--- config.mk ---
export PLATFORM = sky130hd
export DESIGN_NAME = can_body_signal_controller
export DESIGN_NICKNAME = d
export VERILOG_FILES = /design/src/sv/cbs_pkg.sv /design/src/sv/can_body_signal_controller.sv /design/src/sv/cbs_front.sv /design/src/sv/cbs_queue.sv /design/src/sv/cbs_back.sv
export SDC_FILE = /design/constraint.sdc
export NUM_CORES = 1
export LEC_CHECK = 0
export BUFFER_PORTS_ARGS = -buffer_cell sky130_fd_sc_hd__clkbuf_2
export CORE_ASPECT_RATIO = 1.75
export CORE_MARGIN = 4
export CORE_UTILIZATION = 25
export CTS_CLUSTER_DIAMETER = 80
export CTS_CLUSTER_SIZE = 16
export DETAILED_ROUTE_END_ITERATION = 7
export PLACE_DENSITY_LB_ADDON = 0.08
export SLEW_MARGIN = 20
export SYNTH_ARGS = -nofsm -noshare
export SYNTH_HDL_FRONTEND = slang
export SYNTH_HIERARCHICAL = 1
export SYNTH_SLANG_ARGS = --single-unit
export TNS_END_PERCENT = 100
--- constraint.sdc ---
create_clock -name clk -period 13.07 [get_ports clk]
set_input_delay 0 -clock clk [delete_from_list [all_inputs] [get_ports clk]]
set_output_delay 0 -clock clk [all_outputs]
set_load 0.05 [all_outputs]
--- src/sv/cbs_pkg.sv ---
// ----------------------------------------------------------------------------
// cbs_pkg
// Shared types and constants of the body signal controller: frame ids,
// decoded command codes, the command word that crosses the queue and the
// result word.
// ----------------------------------------------------------------------------
package cbs_pkg;

	localparam int QUEUE_DEPTH = 4;
	localparam int QUEUE_PTR_W = $clog2(QUEUE_DEPTH);
	localparam int QUEUE_CNT_W = $clog2(QUEUE_DEPTH + 1);

	// button / frame event codes
	typedef enum logic [2:0] {
		ACT_FRAME = 3'd0,
		ACT_LEFT  = 3'd1,
		ACT_RIGHT = 3'd2,
		ACT_LOW   = 3'd3,
		ACT_HIGH  = 3'd4,
		ACT_AUTO  = 3'd5
	} action_t;

	// CAN identifiers (standard 11-bit range)
	localparam logic [10:0] ID_GEAR   = 11'h100;
	localparam logic [10:0] ID_SPEED  = 11'h101;
	localparam logic [10:0] ID_LIGHT  = 11'h102;
	localparam logic [10:0] ID_TEMP   = 11'h103;
	localparam logic [10:0] ID_HUM    = 11'h104;
	localparam logic [10:0] ID_DIST   = 11'h105;
	localparam logic [10:0] ID_BUZZ   = 11'h106;
	localparam logic [10:0] ID_BUZZ_TX = 11'h200;
	localparam logic [10:0] ID_LAMP   = 11'h201;

	// configuration register indexes
	localparam logic [2:0] CFG_LIGHT_DARK = 3'd0;
	localparam logic [2:0] CFG_HIGH_SPEED = 3'd1;
	localparam logic [2:0] CFG_DIST_OFF   = 3'd2;
	localparam logic [2:0] CFG_DIST_LOW   = 3'd3;
	localparam logic [2:0] CFG_DIST_MID   = 3'd4;

	// headlight codes
	localparam logic [1:0] HL_OFF  = 2'd0;
	localparam logic [1:0] HL_LOW  = 2'd1;
	localparam logic [1:0] HL_HIGH = 2'd2;

	// buzzer levels
	localparam logic [1:0] BZ_OFF  = 2'd0;
	localparam logic [1:0] BZ_LOW  = 2'd1;
	localparam logic [1:0] BZ_MID  = 2'd2;
	localparam logic [1:0] BZ_HIGH = 2'd3;

	localparam logic [7:0] GEAR_REVERSE = 8'd1;

	typedef enum logic [3:0] {
		OP_NONE,
		OP_GEAR,
		OP_SPEED,
		OP_LIGHT,
		OP_TEMP,
		OP_HUM,
		OP_DIST,
		OP_BUZZ,
		OP_LAMP,
		OP_LEFT,
		OP_RIGHT,
		OP_LOW,
		OP_HIGH,
		OP_AUTO
	} op_t;

	// data holds {byte_zero, byte_one}
	typedef struct packed {
		op_t         op;
		logic [15:0] data;
	} cmd_t;

	typedef struct packed {
		logic        tx_valid;
		logic [10:0] tx_id;
		logic [7:0]  tx_byte;
		logic [7:0]  gear;
		logic [15:0] speed;
		logic [7:0]  light;
		logic [15:0] temp;
		logic [7:0]  humidity;
		logic [15:0] distance;
		logic [1:0]  buzzer;
		logic [3:0]  lamp;
		logic        auto_on;
	} result_t;

	typedef struct packed {
		logic        valid;
		logic [2:0]  index;
		logic [15:0] data;
	} cfg_wr_t;

endpackage

--- src/sv/can_body_signal_controller.sv ---
// ----------------------------------------------------------------------------
// can_body_signal_controller
// Vehicle body node: decodes CAN frames and button events into stored
// signals, drives the reverse buzzer and headlights, emits tx frames.
// ----------------------------------------------------------------------------
// Usage:
//  Input channel (in_valid / in_stall) carries one event per transaction:
//  a received frame (action 0 with id, length and two bytes) or a button
//  toggle. Output channel (out_valid / out_stall) returns exactly one
//  result per event: the optional tx frame (tx_valid, tx_id, tx_byte)
//  plus a snapshot of all stored signals after the event.
//  Config port (cfg_valid / cfg_ready, cfg_index, cfg_data) writes the
//  light, speed and distance limits; cfg_ready is always high. Write it
//  only while no event is in flight.
//  An input transaction passes through the command queue and then the
//  execute/output register. Throughput: one event per cycle while
//  out_stall is low; the execute stage updates all state as it takes
//  each command, so the state feedback loop sets no extra limit.
//  Reset: all signals return to their defaults (temperature 250 tenths,
//  humidity 80, the rest zero), limits to their reset values, queue empty.
//  Receiver stall: the result register holds; the 4-entry command queue
//  keeps taking events until it fills, then in_stall rises.
// ----------------------------------------------------------------------------
module can_body_signal_controller (
	input  logic        clk,
	input  logic        arst_n,
	// event input
	input  logic        in_valid,
	output logic        in_stall,
	input  logic [2:0]  action,
	input  logic [28:0] frame_id,
	input  logic [3:0]  frame_len,
	input  logic [7:0]  byte_zero,
	input  logic [7:0]  byte_one,
	// config write
	input  logic        cfg_valid,
	output logic        cfg_ready,
	input  logic [2:0]  cfg_index,
	input  logic [15:0] cfg_data,
	// result output
	output logic        out_valid,
	input  logic        out_stall,
	output logic        tx_valid,
	output logic [10:0] tx_id,
	output logic [7:0]  tx_byte,
	output logic [7:0]  gear_now,
	output logic [15:0] speed_now,
	output logic [7:0]  light_now,
	output logic [15:0] temp_tenths,
	output logic [7:0]  humidity_now,
	output logic [15:0] distance_now,
	output logic [1:0]  buzzer_level,
	output logic [3:0]  lamp_bits,
	output logic        auto_on
);

	cbs_pkg::cmd_t    front_cmd;
	cbs_pkg::cmd_t    head_cmd;
	cbs_pkg::cfg_wr_t cfg_wr;
	cbs_pkg::result_t res;
	logic             q_full;
	logic             q_empty;
	logic             q_pop;

	// config always accepted
	assign cfg_ready    = 1'b1;
	assign cfg_wr.valid = cfg_valid;
	assign cfg_wr.index = cfg_index;
	assign cfg_wr.data  = cfg_data;

	// input stalls only on a full queue
	assign in_stall = q_full;

	cbs_front u_front (
		.action    (action),
		.frame_id  (frame_id),
		.frame_len (frame_len),
		.byte_zero (byte_zero),
		.byte_one  (byte_one),
		.cmd       (front_cmd)
	);

	cbs_queue u_queue (
		.clk      (clk),
		.arst_n   (arst_n),
		.push     (in_valid),
		.push_cmd (front_cmd),
		.full     (q_full),
		.pop      (q_pop),
		.empty    (q_empty),
		.head_cmd (head_cmd)
	);

	cbs_back u_back (
		.clk       (clk),
		.arst_n    (arst_n),
		.cmd_valid (!q_empty),
		.cmd       (head_cmd),
		.cmd_pop   (q_pop),
		.cfg_wr    (cfg_wr),
		.res_valid (out_valid),
		.res_stall (out_stall),
		.res       (res)
	);

	// unpack result word onto the output fields
	assign tx_valid     = res.tx_valid;
	assign tx_id        = res.tx_id;
	assign tx_byte      = res.tx_byte;
	assign gear_now     = res.gear;
	assign speed_now    = res.speed;
	assign light_now    = res.light;
	assign temp_tenths  = res.temp;
	assign humidity_now = res.humidity;
	assign distance_now = res.distance;
	assign buzzer_level = res.buzzer;
	assign lamp_bits    = res.lamp;
	assign auto_on      = res.auto_on;

endmodule

--- src/sv/cbs_front.sv ---
// ----------------------------------------------------------------------------
// cbs_front
// Classifies an incoming event into a command: frame id match and length
// check, button code mapping.
// ----------------------------------------------------------------------------
module cbs_front (
	input  logic [2:0]   action,
	input  logic [28:0]  frame_id,
	input  logic [3:0]   frame_len,
	input  logic [7:0]   byte_zero,
	input  logic [7:0]   byte_one,
	output cbs_pkg::cmd_t cmd
);

	logic std_id;
	logic len1;
	logic len2;

	assign std_id = (frame_id[28:11] == '0);
	assign len1   = (frame_len != 4'd0);
	assign len2   = (frame_len > 4'd1);

	always_comb begin
		cmd.op   = cbs_pkg::OP_NONE;
		cmd.data = {byte_zero, byte_one};
		unique case (cbs_pkg::action_t'(action))
			cbs_pkg::ACT_FRAME: begin
				if (std_id) begin
					unique case (frame_id[10:0])
						cbs_pkg::ID_GEAR:  if (len1) cmd.op = cbs_pkg::OP_GEAR;
						cbs_pkg::ID_SPEED: if (len2) cmd.op = cbs_pkg::OP_SPEED;
						cbs_pkg::ID_LIGHT: if (len1) cmd.op = cbs_pkg::OP_LIGHT;
						cbs_pkg::ID_TEMP:  if (len2) cmd.op = cbs_pkg::OP_TEMP;
						cbs_pkg::ID_HUM:   if (len1) cmd.op = cbs_pkg::OP_HUM;
						cbs_pkg::ID_DIST:  if (len2) cmd.op = cbs_pkg::OP_DIST;
						cbs_pkg::ID_BUZZ:  if (len1) cmd.op = cbs_pkg::OP_BUZZ;
						cbs_pkg::ID_LAMP:  if (len1) cmd.op = cbs_pkg::OP_LAMP;
						default:           cmd.op = cbs_pkg::OP_NONE;
					endcase
				end
			end
			cbs_pkg::ACT_LEFT:  cmd.op = cbs_pkg::OP_LEFT;
			cbs_pkg::ACT_RIGHT: cmd.op = cbs_pkg::OP_RIGHT;
			cbs_pkg::ACT_LOW:   cmd.op = cbs_pkg::OP_LOW;
			cbs_pkg::ACT_HIGH:  cmd.op = cbs_pkg::OP_HIGH;
			cbs_pkg::ACT_AUTO:  cmd.op = cbs_pkg::OP_AUTO;
			default:            cmd.op = cbs_pkg::OP_NONE;
		endcase
	end

endmodule

--- src/sv/cbs_queue.sv ---
// ----------------------------------------------------------------------------
// cbs_queue
// Small command FIFO between the classifier and the execution stage.
// ----------------------------------------------------------------------------
module cbs_queue (
	input  logic          clk,
	input  logic          arst_n,
	input  logic          push,
	input  cbs_pkg::cmd_t push_cmd,
	output logic          full,
	input  logic          pop,
	output logic          empty,
	output cbs_pkg::cmd_t head_cmd
);

	cbs_pkg::cmd_t mem_q [cbs_pkg::QUEUE_DEPTH];
	logic [cbs_pkg::QUEUE_PTR_W-1:0] wr_ptr_q;
	logic [cbs_pkg::QUEUE_PTR_W-1:0] rd_ptr_q;
	logic [cbs_pkg::QUEUE_CNT_W-1:0] count_q;
	logic do_push;
	logic do_pop;

	assign full     = (count_q == cbs_pkg::QUEUE_CNT_W'(cbs_pkg::QUEUE_DEPTH));
	assign empty    = (count_q == '0);
	assign do_push  = push && !full;
	assign do_pop   = pop && !empty;
	assign head_cmd = mem_q[rd_ptr_q];

	always_ff @(posedge clk) begin
		if (do_push) begin
			mem_q[wr_ptr_q] <= push_cmd;
		end
	end

	always_ff @(posedge clk or negedge arst_n) begin
		if (!arst_n) begin
			wr_ptr_q <= '0;
			rd_ptr_q <= '0;
			count_q  <= '0;
		end else begin
			if (do_push) begin
				wr_ptr_q <= wr_ptr_q + 1'b1;
			end
			if (do_pop) begin
				rd_ptr_q <= rd_ptr_q + 1'b1;
			end
			case ({do_push, do_pop})
				2'b10:   count_q <= count_q + 1'b1;
				2'b01:   count_q <= count_q - 1'b1;
				default: count_q <= count_q;
			endcase
		end
	end

endmodule

--- src/sv/cbs_back.sv ---
// ----------------------------------------------------------------------------
// cbs_back
// Executes one command per cycle while the result is not stalled, on the
// stored vehicle signals, derives the buzzer and auto headlight, and holds the result in the output register.
// ----------------------------------------------------------------------------
module cbs_back (
	input  logic             clk,
	input  logic             arst_n,
	input  logic             cmd_valid,
	input  cbs_pkg::cmd_t    cmd,
	output logic             cmd_pop,
	input  cbs_pkg::cfg_wr_t cfg_wr,
	output logic             res_valid,
	input  logic             res_stall,
	output cbs_pkg::result_t res
);

	// configuration
	logic [7:0]  light_dark_q;
	logic [15:0] high_speed_q;
	logic [15:0] dist_off_q;
	logic [15:0] dist_low_q;
	logic [15:0] dist_mid_q;

	// vehicle state
	logic [7:0]  gear_q;
	logic [15:0] speed_q;
	logic [7:0]  light_q;
	logic [15:0] temp_q;
	logic [7:0]  hum_q;
	logic [15:0] dist_q;
	logic [1:0]  buzz_q;
	logic        left_q;
	logic        right_q;
	logic [1:0]  head_q;
	logic        auto_q;

	logic        res_valid_q;
	cbs_pkg::result_t res_q;

	logic [7:0]  nx_gear;
	logic [15:0] nx_speed;
	logic [7:0]  nx_light;
	logic [15:0] nx_temp;
	logic [7:0]  nx_hum;
	logic [15:0] nx_dist;
	logic [1:0]  nx_buzz;
	logic        nx_left;
	logic        nx_right;
	logic [1:0]  nx_head;
	logic        nx_auto;
	logic        buzz_chk;
	logic        head_chk;
	logic        lamp_tx;
	logic [1:0]  lvl;
	logic [1:0]  head_sel;
	logic [7:0]  b0;
	cbs_pkg::result_t nx_res;

	assign cmd_pop   = cmd_valid && (!res_valid_q || !res_stall);
	assign res_valid = res_valid_q;
	assign res       = res_q;
	assign b0        = cmd.data[15:8];

	always_comb begin
		nx_gear  = gear_q;
		nx_speed = speed_q;
		nx_light = light_q;
		nx_temp  = temp_q;
		nx_hum   = hum_q;
		nx_dist  = dist_q;
		nx_buzz  = buzz_q;
		nx_left  = left_q;
		nx_right = right_q;
		nx_head  = head_q;
		nx_auto  = auto_q;
		buzz_chk = 1'b0;
		head_chk = 1'b0;
		lamp_tx  = 1'b0;
		unique case (cmd.op)
			cbs_pkg::OP_GEAR: begin
				if (b0 != gear_q) begin
					nx_gear  = b0;
					buzz_chk = 1'b1;
				end
			end
			cbs_pkg::OP_SPEED: begin
				if (cmd.data != speed_q) begin
					nx_speed = cmd.data;
					head_chk = 1'b1;
				end
			end
			cbs_pkg::OP_LIGHT: begin
				if (b0 != light_q) begin
					nx_light = b0;
					head_chk = 1'b1;
				end
			end
			cbs_pkg::OP_TEMP: nx_temp = cmd.data;
			cbs_pkg::OP_HUM:  nx_hum  = b0;
			cbs_pkg::OP_DIST: begin
				if (cmd.data != dist_q) begin
					nx_dist  = cmd.data;
					buzz_chk = 1'b1;
				end
			end
			cbs_pkg::OP_BUZZ: nx_buzz = b0[1:0];
			cbs_pkg::OP_LAMP: begin
				nx_left  = b0[0];
				nx_right = b0[1];
				nx_head  = b0[3:2];
			end
			cbs_pkg::OP_LEFT: begin
				if (!left_q) begin
					nx_left  = 1'b1;
					nx_right = 1'b0;
				end else begin
					nx_left = 1'b0;
				end
				lamp_tx = 1'b1;
			end
			cbs_pkg::OP_RIGHT: begin
				if (!right_q) begin
					nx_right = 1'b1;
					nx_left  = 1'b0;
				end else begin
					nx_right = 1'b0;
				end
				lamp_tx = 1'b1;
			end
			cbs_pkg::OP_LOW: begin
				nx_auto = 1'b0;
				nx_head = (head_q == cbs_pkg::HL_LOW) ? cbs_pkg::HL_OFF : cbs_pkg::HL_LOW;
				lamp_tx = 1'b1;
			end
			cbs_pkg::OP_HIGH: begin
				nx_auto = 1'b0;
				nx_head = (head_q == cbs_pkg::HL_HIGH) ? cbs_pkg::HL_OFF : cbs_pkg::HL_HIGH;
				lamp_tx = 1'b1;
			end
			cbs_pkg::OP_AUTO: begin
				nx_auto  = ~auto_q;
				head_chk = ~auto_q;
			end
			default: begin
			end
		endcase

		// buzzer level from reverse gear and obstacle distance
		if (nx_gear != cbs_pkg::GEAR_REVERSE) lvl = cbs_pkg::BZ_OFF;
		else if (nx_dist > dist_off_q)        lvl = cbs_pkg::BZ_OFF;
		else if (nx_dist > dist_low_q)        lvl = cbs_pkg::BZ_LOW;
		else if (nx_dist > dist_mid_q)        lvl = cbs_pkg::BZ_MID;
		else                                  lvl = cbs_pkg::BZ_HIGH;

		// auto headlight choice
		if (nx_light > light_dark_q)       head_sel = cbs_pkg::HL_OFF;
		else if (nx_speed <= high_speed_q) head_sel = cbs_pkg::HL_LOW;
		else                               head_sel = cbs_pkg::HL_HIGH;

		nx_res          = '0;
		if (buzz_chk && (lvl != buzz_q)) begin
			nx_buzz         = lvl;
			nx_res.tx_valid = 1'b1;
			nx_res.tx_id    = cbs_pkg::ID_BUZZ_TX;
			nx_res.tx_byte  = {6'b0, lvl};
		end
		if (head_chk && nx_auto && (head_sel != head_q)) begin
			nx_head = head_sel;
			lamp_tx = 1'b1;
		end
		if (lamp_tx) begin
			nx_res.tx_valid = 1'b1;
			nx_res.tx_id    = cbs_pkg::ID_LAMP;
			nx_res.tx_byte  = {4'b0, nx_head, nx_right, nx_left};
		end
		nx_res.gear     = nx_gear;
		nx_res.speed    = nx_speed;
		nx_res.light    = nx_light;
		nx_res.temp     = nx_temp;
		nx_res.humidity = nx_hum;
		nx_res.distance = nx_dist;
		nx_res.buzzer   = nx_buzz;
		nx_res.lamp     = {nx_head, nx_right, nx_left};
		nx_res.auto_on  = nx_auto;
	end

	always_ff @(posedge clk or negedge arst_n) begin
		if (!arst_n) begin
			light_dark_q <= 8'd50;
			high_speed_q <= 16'd80;
			dist_off_q   <= 16'd50;
			dist_low_q   <= 16'd30;
			dist_mid_q   <= 16'd10;
		end else if (cfg_wr.valid) begin
			case (cfg_wr.index)
				cbs_pkg::CFG_LIGHT_DARK: light_dark_q <= cfg_wr.data[7:0];
				cbs_pkg::CFG_HIGH_SPEED: high_speed_q <= cfg_wr.data;
				cbs_pkg::CFG_DIST_OFF:   dist_off_q   <= cfg_wr.data;
				cbs_pkg::CFG_DIST_LOW:   dist_low_q   <= cfg_wr.data;
				cbs_pkg::CFG_DIST_MID:   dist_mid_q   <= cfg_wr.data;
				default: begin
				end
			endcase
		end
	end

	always_ff @(posedge clk or negedge arst_n) begin
		if (!arst_n) begin
			gear_q      <= '0;
			speed_q     <= '0;
			light_q     <= '0;
			temp_q      <= 16'd250;
			hum_q       <= 8'd80;
			dist_q      <= '0;
			buzz_q      <= cbs_pkg::BZ_OFF;
			left_q      <= 1'b0;
			right_q     <= 1'b0;
			head_q      <= cbs_pkg::HL_OFF;
			auto_q      <= 1'b0;
			res_valid_q <= 1'b0;
		end else begin
			if (cmd_pop) begin
				gear_q  <= nx_gear;
				speed_q <= nx_speed;
				light_q <= nx_light;
				temp_q  <= nx_temp;
				hum_q   <= nx_hum;
				dist_q  <= nx_dist;
				buzz_q  <= nx_buzz;
				left_q  <= nx_left;
				right_q <= nx_right;
				head_q  <= nx_head;
				auto_q  <= nx_auto;
				res_valid_q <= 1'b1;
			end else if (!res_stall) begin
				res_valid_q <= 1'b0;
			end
		end
	end

	always_ff @(posedge clk) begin
		if (cmd_pop) begin
			res_q <= nx_res;
		end
	end

endmodule

==> results.sh, run 1 <==
export IMPL_status="finished, final reports clean"
export IMPL_cts_path_max_buffers=3
export IMPL_dr_pass1_iters=5
export IMPL_numCtsBuffers=24
export IMPL_grt_usage_pct=15.23
export IMPL_cp_top_family="compound AO/OA/AOI/OAI gates"
export IMPL_crit_buf_inv=1
export IMPL_cts_root_buf="clkbuf_16"
export IMPL_ys_flop_type="edfxtp_1"
export IMPL_leakage_nw=8.074
export IMPL_drt_total_wl_um=52220
export IMPL_netlist_area_mm2=0.01602
export IMPL_dpl_instance_area_mm2=0.01759
export IMPL_finalInstanceArea_mm2=0.01871
export IMPL_fmax_ghz=0.1470
export IMPL_worstSetupPathType="flip-flop to flip-flop"
export IMPL_finalWorstSetupSlack_ps=6268
export IMPL_slew_headroom_pct=30.34
export IMPL_dp_slack_ps=6250
export IMPL_syn_inst=1375
export IMPL_path_cells="buf_4, mux4_2, xor2_1, nor4_2, nand4_2, nand2_1, mux2_2, ha_1, a211oi_1, o21bai_1, a21o_1, a2111oi_0, o21ai_0, and2_1, o31ai_2, a211o_1, o32ai_2"
export IMPL_syn_avg_cell_area_um2=11.65
export IMPL_ios=178
export IMPL_synth_edf_count=165
export IMPL_cap_violations=0
export IMPL_ys_types=81
export IMPL_final_setup_viol_count=0
export IMPL_syn_to_final_growth_pct=16.79
export IMPL_antenna_found_initial=1
export IMPL_powerDensity_mw_per_mm2=265.0
export IMPL_die_w_um=199.4
export IMPL_finalMaxSlewViolations=0
export IMPL_start_kind="flip-flop"
export IMPL_clock_latency_ps=580
export IMPL_rows=122
export IMPL_ir_drop_uv=101.8
export IMPL_die_y_um=342.9
export IMPL_antenna_left=0
export IMPL_worstPathMaxFanout=17
export IMPL_port_buffers=163
export IMPL_required_ps=13370
export IMPL_drive_above_1_share_pct=23.20
export IMPL_via_count=10750
export IMPL_grt_max_degree=105
export IMPL_clock_sinks=324
export IMPL_worst_pin_slew_ps=1045
export IMPL_ys_ff_latch=324
export IMPL_viasPerCell=4.523
export IMPL_critPathMaxStageDelay_ps=820
export IMPL_hp_class="primary input to asynchronous set/reset pin"
export IMPL_wl_per_cell_um=21.98
export IMPL_dpl_hpwl_um=38110
export IMPL_h_tree_depth=1
export IMPL_grt_pass1_vias=11210
export IMPL_period_share_pct=52.05
export IMPL_die_area_mm2=0.06836
export IMPL_layout_min_cycle_time_ps=6802
export IMPL_fin_setup_tns_ps=0
export IMPL_dr_first_iter_drc_count=474
export IMPL_r2r_slack_ps=6270
export IMPL_hold_violations=0
export IMPL_power_w=0.004959
export IMPL_path_clk_slew_ps=80
export IMPL_start_util_pct=25.29
export IMPL_cp_slowest_cell="mux4_2"
export IMPL_arrival_ps=7100
export IMPL_core_area_mm2=0.06335
export IMPL_tritoncts="yes"
export IMPL_yosys_warnings=6
export IMPL_n_fill_cell=6544
export IMPL_rsz0062_at_grt="false"
export IMPL_end_kind="flip-flop"
export IMPL_grt_overflow_total=0
export IMPL_synth_async_reset_ratio_pct=49.07
export IMPL_post_cts_buffers=0
export IMPL_layout_nets=1705
export IMPL_drc_errors=0
export IMPL_routabilityCongestion=0.8060
export IMPL_seq_area_frac_synth_pct=55.93
export IMPL_grt_pass1_wl_um=76760
export IMPL_finalClockSkew_ps=26.42
-- where the power goes --
part | internal, W | switching (W) | total (W)
Clock | 0.000351 | 0.000388 | 0.000739
Sequential | 0.00152 | 0.000219 | 0.00173
Combinational | 0.000754 | 0.00173 | 0.00249
-- worst reg2reg max path, cell delays in order (launching register included) --
cell and delay (ps):
dfrtp_1 770, buf_4 400, mux4_2 830, xor2_1 250
nor4_2 400, nand4_2 240, nand2_1 640, mux2_2 490
ha_1 320, a211oi_1 210, o21bai_1 100, a21o_1 190
a2111oi_0 430, o21ai_0 330, and2_1 250, o31ai_2 310
a211o_1 290, o32ai_2 110
-- metrics by stage --
stage	hold WS (ps)	utilization (%)	std cells
after floorplan	-295.6	-	1387
after global placement	90.90	27.76	2289
after detailed placement	81.14	27.76	2289
after CTS	7.812	29.53	2375
after global routing	41.74	29.54	2376
final	7.510	29.54	2376
-- cells in the mapped netlist, types with 5 or more instances --
cell type	count	area (um2)
nor2_1	23	86.33
a211oi_1	10	75.07
nand4_1	15	93.84
nor2b_1	6	37.54
nor3_1	17	85.08
inv_1	90	337.8
mux2_2	89	1002
a21oi_1	23	115.1
ha_1	77	963.4
clkbuf_1	30	112.6
o21ai_0	78	390.4
buf_2	8	40.04
a21o_1	9	67.56
o211ai_1	6	45.04
dfrtp_1	137	3428
nand3_1	12	60.06
nor4_1	18	112.6
a31oi_1	6	37.54
buf_4	35	262.8
mux4_2	19	427.9
edfxtp_1	165	4955
xor2_1	35	306.5
buf_1	5	18.77
o21a_1	8	60.06
mux2i_1	5	50.05
nand2_1	303	1137
a211o_1	5	43.79
xnor2_1	20	175.2
dfstp_2	22	578.1
-- path summary, 6_finish.rpt --
path	from	endpoint	depth (start not counted)
setup / recovery	u_queue/rd_ptr_q[0]$_DFFE_PN0P_	u_back/res[79]$_DFFE_PP_	17
min in group clk	cfg_valid	u_back/dist_mid_q[1]$_DFFE_PN1P_	6
setup reg to reg	u_queue/rd_ptr_q[0]$_DFFE_PN0P_	u_back/res[79]$_DFFE_PP_	17
hold reg to reg	u_back/temp_q[4]$_DFFE_PN1P_	u_back/temp_q[4]$_DFFE_PN1P_	2
hold / removal	arst_n	u_back/dist_mid_q[2]$_DFFE_PN0P_	2
max in group asynchronous	arst_n	u_queue/count_q[0]$_DFFE_PN0P_	4
-- registers in the layout, summed over array words and instances (netlist names), 2 cells and up --
name / count
u_back/buzz_q: 2
u_back/dist_low_q: 16
u_back/dist_mid_q: 16
u_back/dist_off_q: 16
u_back/dist_q: 16
u_back/gear_q: 8
u_back/head_q: 2
u_back/high_speed_q: 16
u_back/hum_q: 8
u_back/light_dark_q: 8
u_back/light_q: 8
u_back/res: 85
u_back/speed_q: 16
u_back/temp_q: 16
u_queue/count_q: 3
u_queue/mem_q: 80
u_queue/rd_ptr_q: 2
u_queue/wr_ptr_q: 2
-- layout make-up --
class | instances | area (um2) | share of cell area, %
multi-input combinational | 891 | 6345 | 33.91
tap | 806 | 1008 | 5.390
inverter | 91 | 346.6 | 1.852
clock buffer | 42 | 668.1 | 3.571
antenna | 1 | 2.502 | 0.01337
sequential | 324 | 8961 | 47.89
timing repair buffer | 219 | 1348 | 7.202
clock inverter | 2 | 32.53 | 0.1739
-- layout by cell type, fill, tap and decap left out, types with 14 or more instances in the layout --
| master | n |
|---|---|
| nor4_1 | 18 |
| edfxtp_1 | 165 |
| nand2_1 | 302 |
| dfrtp_1 | 137 |
| dlygate4sd3_1 | 42 |
| clkbuf_2 | 162 |
| ha_1 | 77 |
| dfstp_2 | 22 |
| clkbuf_1 | 18 |
| nor2_1 | 23 |
| o21ai_0 | 78 |
| a21oi_1 | 23 |
| clkbuf_16 | 24 |
| nor3_1 | 15 |
| inv_1 | 89 |
| xnor2_1 | 20 |
| buf_4 | 14 |
| xor2_1 | 35 |
| mux2_2 | 89 |
| mux4_2 | 19 |
| conb_1 | 14 |
| nand4_1 | 15 |
-- kinds of logic (layout without fill, tap and decap cells) --
kind of cell / count (synthesis) / count (layout) / synth area share, %
AOI/OAI and AO/OA: 185 / 185 / 7.403
DFF: 324 / 324 / 55.93
buffers and inverters: 172 / 354 / 5.053
xor gates and xnor gates: 55 / 55 / 3.007
and+or+nand+nor: 444 / 444 / 12.92
muxes: 115 / 115 / 9.496
adders and majority gates: 78 / 78 / 6.138
other: 2 / 15 / 0.04687
-- timing repair --
item	4_1_cts	5_1_grt
hold endpoints to repair	220	0
resized for setup	0	0
hold buffers	42	0
-- per-layer routing --
metal	GRT usage [%]	routed length [um]
met1	17.81	20640
met3	1.788	1775
met5	0	0
met2	28.32	27890
met4	5.537	1909
Power figures use the tool's default switching activity.
==> run 2, diff against run 1 <==
Settings changed: ABC_AREA from default to 1.
Clock period 13.07 ns to 5.8 ns, I/O delays scaled along.
==> results.sh, run 2 <==
export IMPL_yosys_warnings=6
export IMPL_critPathMaxStageDelay_ps=470
export IMPL_period_share_pct=86.58
export IMPL_antenna_left=0
export IMPL_final_common_cell="nand2_1"
export IMPL_core_area_mm2=0.06547
export IMPL_syn_inst=1825
export IMPL_drt_total_wl_um=52410
export IMPL_synth_edf_count=165
export IMPL_syn_to_final_growth_pct=16.64
export IMPL_rsz0062_at_grt="false"
export IMPL_synth_top_cell_area_share_pct=29.92
export IMPL_netlist_area_mm2=0.01656
export IMPL_ios=178
export IMPL_layout_min_cycle_time_ps=5022
export IMPL_n_fill_cell=7075
export IMPL_h_tree_depth=1
export IMPL_dr_first_iter_drc_count=561
export IMPL_clock_latency_ps=560
export IMPL_fmax_ghz=0.1991
export IMPL_worstPathMaxFanout=37
export IMPL_layout_common_cells="474 x nand2_1, 284 x inv_1, 207 x o21ai_0"
export IMPL_die_area_mm2=0.07059
export IMPL_ys_types=45
export IMPL_grt_usage_pct=14.73
export IMPL_antenna_found_initial=0
export IMPL_routabilityCongestion=0.8217
export IMPL_yosysMostFrequentCell="nand2_1"
export IMPL_finalClockSkew_ps=16.99
export IMPL_cp_common_cell="nand2_1"
export IMPL_cts_root_buf="clkbuf_16"
export IMPL_synth_async_reset_ratio_pct=49.07
export IMPL_synth_largest_area_cell="edfxtp_1"
export IMPL_seq_area_frac_synth_pct=54.11
export IMPL_ys_ff_latch=324
export IMPL_clock_sinks=324
export IMPL_via_count=12260
export IMPL_path_clk_slew_ps=80
export IMPL_syn_avg_cell_area_um2=9.074
export IMPL_worstSetupPathType="flip-flop to flip-flop"
export IMPL_end_kind="flip-flop"
export IMPL_rows=124
export IMPL_grt_overflow_total=0
export IMPL_final_setup_viol_count=0
export IMPL_ys_flop_type="edfxtp_1"
export IMPL_dr_pass1_iters=7
export IMPL_fin_setup_tns_ps=0
export IMPL_numCtsBuffers=24
export IMPL_port_buffers=163
export IMPL_hold_ws_ps=9.733
export IMPL_wl_per_cell_um=18.05
export IMPL_slew_headroom_pct=38.15
export IMPL_grt_pass1_wl_um=79070
export IMPL_viasPerCell=4.223
export IMPL_cts_path_max_buffers=3
export IMPL_arrival_ps=5330
export IMPL_tritoncts="yes"
export IMPL_n_antenna_cell=0
export IMPL_required_ps=6110
export IMPL_drc_errors=0
export IMPL_cap_violations=0
export IMPL_dpl_hpwl_um=39250
export IMPL_synth_common_cells="475 x nand2_1, 285 x inv_1, 208 x o21ai_0"
export IMPL_start_util_pct=25.29
export IMPL_powerDensity_mw_per_mm2=606.4
export IMPL_largest_reg_flops=85
export IMPL_path_cells="inv_2, nand2_1, o211ai_1, nand2_1, nor2_2, inv_1, nor2_1, clkinv_1, o21ai_1, inv_1, ha_1, nand4_1, nor3_1, nand2_1, nand2_1, nand2_1, nand2_1, nand4_1, nand2_1, nand2_1, inv_1, nand2_1"
export IMPL_layout_nets=2158
export IMPL_die_w_um=202.6
export IMPL_hold_violations=0
export IMPL_status="finished, final reports clean"
export IMPL_die_y_um=348.5
export IMPL_start_kind="flip-flop"
export IMPL_leakage_nw=9.182
export IMPL_worst_pin_slew_ps=927.7
export IMPL_grt_pass1_vias=12400
export IMPL_hp_class="primary input to asynchronous set/reset pin"
export IMPL_cp_slowest_cell="clkinv_1"
export IMPL_ir_drop_uv=202.2
export IMPL_grt_max_degree=78
export IMPL_finalMaxSlewViolations=0
export IMPL_synthTopCellsByArea="edfxtp_1 30%, dfrtp_1 21%, nand2_1 11%"
export IMPL_drive_above_1_share_pct=15.83
export IMPL_fin_util_pct=29.50
[run 2: cell count changes after synthesis, sizes merged, moves of 17 or more]
cell / previous run / this run
nand3: 13 / 57
nor4: 22 / 5
nor2: 23 / 79
o211ai: 6 / 43
inv: 91 / 294
or2: 2 / 23
mux2: 90 / 0
xor2: 35 / 10
nand2: 303 / 490
mux4: 20 / 0
o21ai: 80 / 215
a21oi: 23 / 41
[run 2: path summary, 6_finish.rpt]
path	from	endpoint	slack (ps)	cells past startpoint
setup / recovery	u_queue/rd_ptr_q[0]$_DFFE_PN0P_	u_back/res[96]$_SDFFCE_PP1P_	780	22
setup reg to reg	u_queue/rd_ptr_q[0]$_DFFE_PN0P_	u_back/res[96]$_SDFFCE_PP1P_	780	22
max in group asynchronous	arst_n	u_back/hum_q[0]$_DFFE_PN0P_	4500	3
min in group clk	action[2]	u_queue/mem_q[3][17]$_DFFE_PP_	40	4
hold / removal	arst_n	u_back/dist_low_q[5]$_DFFE_PN0P_	10	2
hold reg to reg	u_back/temp_q[4]$_DFFE_PN1P_	u_back/temp_q[4]$_DFFE_PN1P_	470	2
[run 2: logic make-up after synthesis]
family / count (synthesis) / synth area share [%]
buffers and inverters: 387 / 9.980
other: 2 / 0.04535
adders and majority gates: 78 / 5.938
AOI/OAI and AO/OA: 312 / 10.57
and+or+nand+nor: 690 / 17.66
DFF: 324 / 54.11
xor gates and xnor gates: 32 / 1.692
[run 2: layout make-up]
class	instances	area (um2)	share of cell area [%]
timing repair buffer	232	1430	7.403
sequential	324	8961	46.39
tap	882	1104	5.713
inverter	296	1115	5.771
clock buffer	42	689.4	3.569
multi-input combinational	1126	6002	31.07
clock inverter	2	16.27	0.08420
[run 2: what timing repair did]
| action | in CTS | in global routing |
|---|---|---|
| hold buffers | 35 | 1 |
| resized for setup | 0 | 1 |
| endpoints found under the hold margin | 206 | 2 |
| buffers inserted | 0 | 0 |
| endpoints found under the setup margin | 0 | 1 |
[run 2: worst max-delay path, delay by kind of cell, from the launching register on]
family                   cells  cell delay, ps
AO/OA/AOI/OAI                2             520
adder cells (fa/ha/maj)      1             330
buffers and inverters        5            1190
flip-flops                   1             400
AND/OR/NAND/NOR             14            2330
[run 2: routing by layer]
layer	up-vias	routed length [um]	track usage, %
met5	-	0	0
met4	0	1441	4.202
met3	47	1950	1.868
met2	240	27370	27.32
met1	5770	21650	17.85
li1	6206	-	-
[run 2: per-stage QoR]
stage	power [W]	area (um2)	setup WS (ps)	cells
5_1_grt	0.01272	19320	128.5	2904
4_1_cts	0.01203	19310	450.6	2903
3_3_place_gp	0.01020	18250	509.0	2824
6_report	0.01171	19320	778.3	2904
3_5_place_dp	0.01025	18250	466.1	2824
2_1_floorplan	0.008096	16610	787.6	1837
[run 2: power by group]
group / total (W) / internal (W) / switching, W
Clock: 0.00167 / 0.000812 / 0.000862
Sequential: 0.00377 / 0.00339 / 0.000373
Combinational: 0.00628 / 0.00166 / 0.00462
==> run 3, diff against run 2 <==
Settings changed: CORE_UTILIZATION 25 to 38, SLEW_MARGIN 20 to default.
Clock period 5.8 ns to 4.9 ns, I/O delays scaled along.
==> results.sh, run 3 (synthesis gave the netlist of run 2 again) <==
export IMPL_start_kind="flip-flop"
export IMPL_multi_input_comb_area_mm2=0.006007
export IMPL_period_share_pct=90.86
export IMPL_worstSetupPathType="flip-flop to flip-flop"
export IMPL_core_area_mm2=0.04322
export IMPL_cts_root_buf="clkbuf_16"
export IMPL_clock_latency_ps=560
export IMPL_wl_per_cell_um=17.84
export IMPL_dr_first_iter_drc_count=825
export IMPL_worst_pin_slew_ps=1205
export IMPL_numCtsBuffers=24
export IMPL_start_util_pct=38.32
export IMPL_grt_max_degree=125
export IMPL_layout_nets=2169
export IMPL_drc_errors=0
export IMPL_status="finished, final reports clean"
export IMPL_drive_above_1_share_pct=16.18
export IMPL_required_ps=5200
export IMPL_tritoncts="yes"
export IMPL_regArea_mm2=0.008961
export IMPL_antenna_left=0
export IMPL_layout_common_cells="474 x nand2_1, 284 x inv_1, 207 x o21ai_0"
export IMPL_finalMaxSlewViolations=0
export IMPL_final_setup_viol_count=0
export IMPL_grt_overflow_total=0
export IMPL_worstPathMaxFanout=26
export IMPL_leakage_nw=9.237
export IMPL_antenna_found_initial=0
export IMPL_cts_path_max_buffers=3
export IMPL_ios=178
export IMPL_slew_headroom_pct=19.40
export IMPL_routabilityCongestion=0.8614
export IMPL_min_delay_start="action[2]"
export IMPL_viasPerCell=4.803
export IMPL_rows=101
export IMPL_largest_reg_flops=85
export IMPL_die_area_mm2=0.04712
export IMPL_h_tree_depth=1
export IMPL_dr_pass1_iters=5
export IMPL_rsz0062_at_grt="false"
export IMPL_critPathMaxStageDelay_ps=430
export IMPL_grt_usage_pct=19.28
export IMPL_hold_violations=0
export IMPL_cap_violations=0
export IMPL_port_buffers=163
export IMPL_cp_slowest_cell="o21ai_0"
export IMPL_syn_to_final_growth_pct=15.00
export IMPL_ir_drop_uv=357.5
export IMPL_via_count=12480
export IMPL_finalInstanceArea_mm2=0.01905
export IMPL_r2r_start="u_queue/rd_ptr_q[0]$_DFFE_PN0P_"
export IMPL_clock_sinks=324
export IMPL_finalClockSkew_ps=21.34
export IMPL_n_fill_cell=4282
export IMPL_die_y_um=284.2
export IMPL_powerDensity_mw_per_mm2=720.6
export IMPL_path_clk_slew_ps=70
export IMPL_fmax_ghz=0.2246
export IMPL_final_common_cell="nand2_1"
export IMPL_grt_pass1_wl_um=71210
export IMPL_cp_common_cell="nand2_1"
export IMPL_layout_min_cycle_time_ps=4452
export IMPL_dpl_hpwl_um=34660
export IMPL_end_kind="flip-flop"
export IMPL_post_cts_buffers=0
export IMPL_startpoint="u_queue/rd_ptr_q[0]$_DFFE_PN0P_"
export IMPL_dpl_instance_area_mm2=0.01793
export IMPL_hp_class="primary input to flip-flop"
export IMPL_die_w_um=165.8
export IMPL_path_cells="inv_4, nand2_1, o211ai_1, nand2_1, nor2_2, nand2_1, o21ai_0, inv_1, ha_1, nand2_1, nor2_1, nand3_1, o21ai_0, buf_4, nand3_1, nand2_1, nand4_1, nand2_1, nand2_1, inv_1, nand2_1"
export IMPL_fin_setup_tns_ps=0
export IMPL_grt_pass1_vias=12400
export IMPL_arrival_ps=4750
export IMPL_n_antenna_cell=0
export IMPL_drt_total_wl_um=46360
## run 3: metal layers
| metal | part of all wire, % | GRT usage (%) | up-vias |
|---|---|---|---|
| met1 | 39 | 21.77 | 5900 |
| li1 | - | - | 6245 |
| met4 | 4.5 | 7.926 | 0 |
| met2 | 54 | 36.61 | 269 |
| met3 | 3.3 | 2.101 | 68 |
| met5 | 0 | 0 | - |
## run 3: power breakdown
part | internal, W | switching (W)
logic | 0.00205 | 0.00531
registers | 0.00402 | 0.000440
clock network | 0.000961 | 0.000956
total | 0.00702 | 0.00670
## run 3: through the flow
step                      util (%)  setup slack (ps)  instances  hold slack (ps)  total power (W)
after floorplan                  -              1128       1837           -295.6         0.009563
after global placement       41.48             246.0       2516           -45.90          0.01187
after detailed placement     41.48             193.2       2516           -48.83          0.01194
after CTS                    44.04             176.5       2599            6.338          0.01395
after global routing         44.07             11.55       2599            59.28          0.01481
final                        44.07             447.8       2599            31.16          0.01372
## run 3: final cells by class
| class | count | area share (%) |
|---|---|---|
| Clock buffer | 43 | 3.639 |
| Tap cell | 566 | 3.718 |
| Timing Repair Buffer | 243 | 8.100 |
| Multi-Input combinational cell | 1126 | 31.54 |
| Clock inverter | 1 | 0.08540 |
| Inverter | 296 | 5.866 |
| Sequential cell | 324 | 47.05 |
## run 3: repair_timing
item | CTS | global route
resized for setup | 0 | 5
hold buffers | 39 | 0
endpoints found under the setup margin | 0 | 11
endpoints found under the hold margin | 189 | 0
## run 3: final timing paths
path | to | slack, ps | cells past startpoint
hold / removal | u_queue/mem_q[3][17]$_DFFE_PP_ | 30 | 4
setup reg to reg | u_back/res[96]$_SDFFCE_PP1P_ | 450 | 21
hold reg to reg | u_back/temp_q[5]$_DFFE_PN1P_ | 470 | 2
max in group asynchronous | u_queue/rd_ptr_q[0]$_DFFE_PN0P_ | 3910 | 3
setup / recovery | u_back/res[96]$_SDFFCE_PP1P_ | 450 | 21
min in group asynchronous | u_back/dist_low_q[1]$_DFFE_PN1P_ | 60 | 2
## run 3: critical path, delay by kind of cell (launching register included)
kind | cells | cell delay (ps)
and+or+nand+nor | 13 | 1890
AOI/OAI and AO/OA | 3 | 880
DFF | 1 | 420
adders and majority gates | 1 | 300
buffers and inverters | 4 | 720
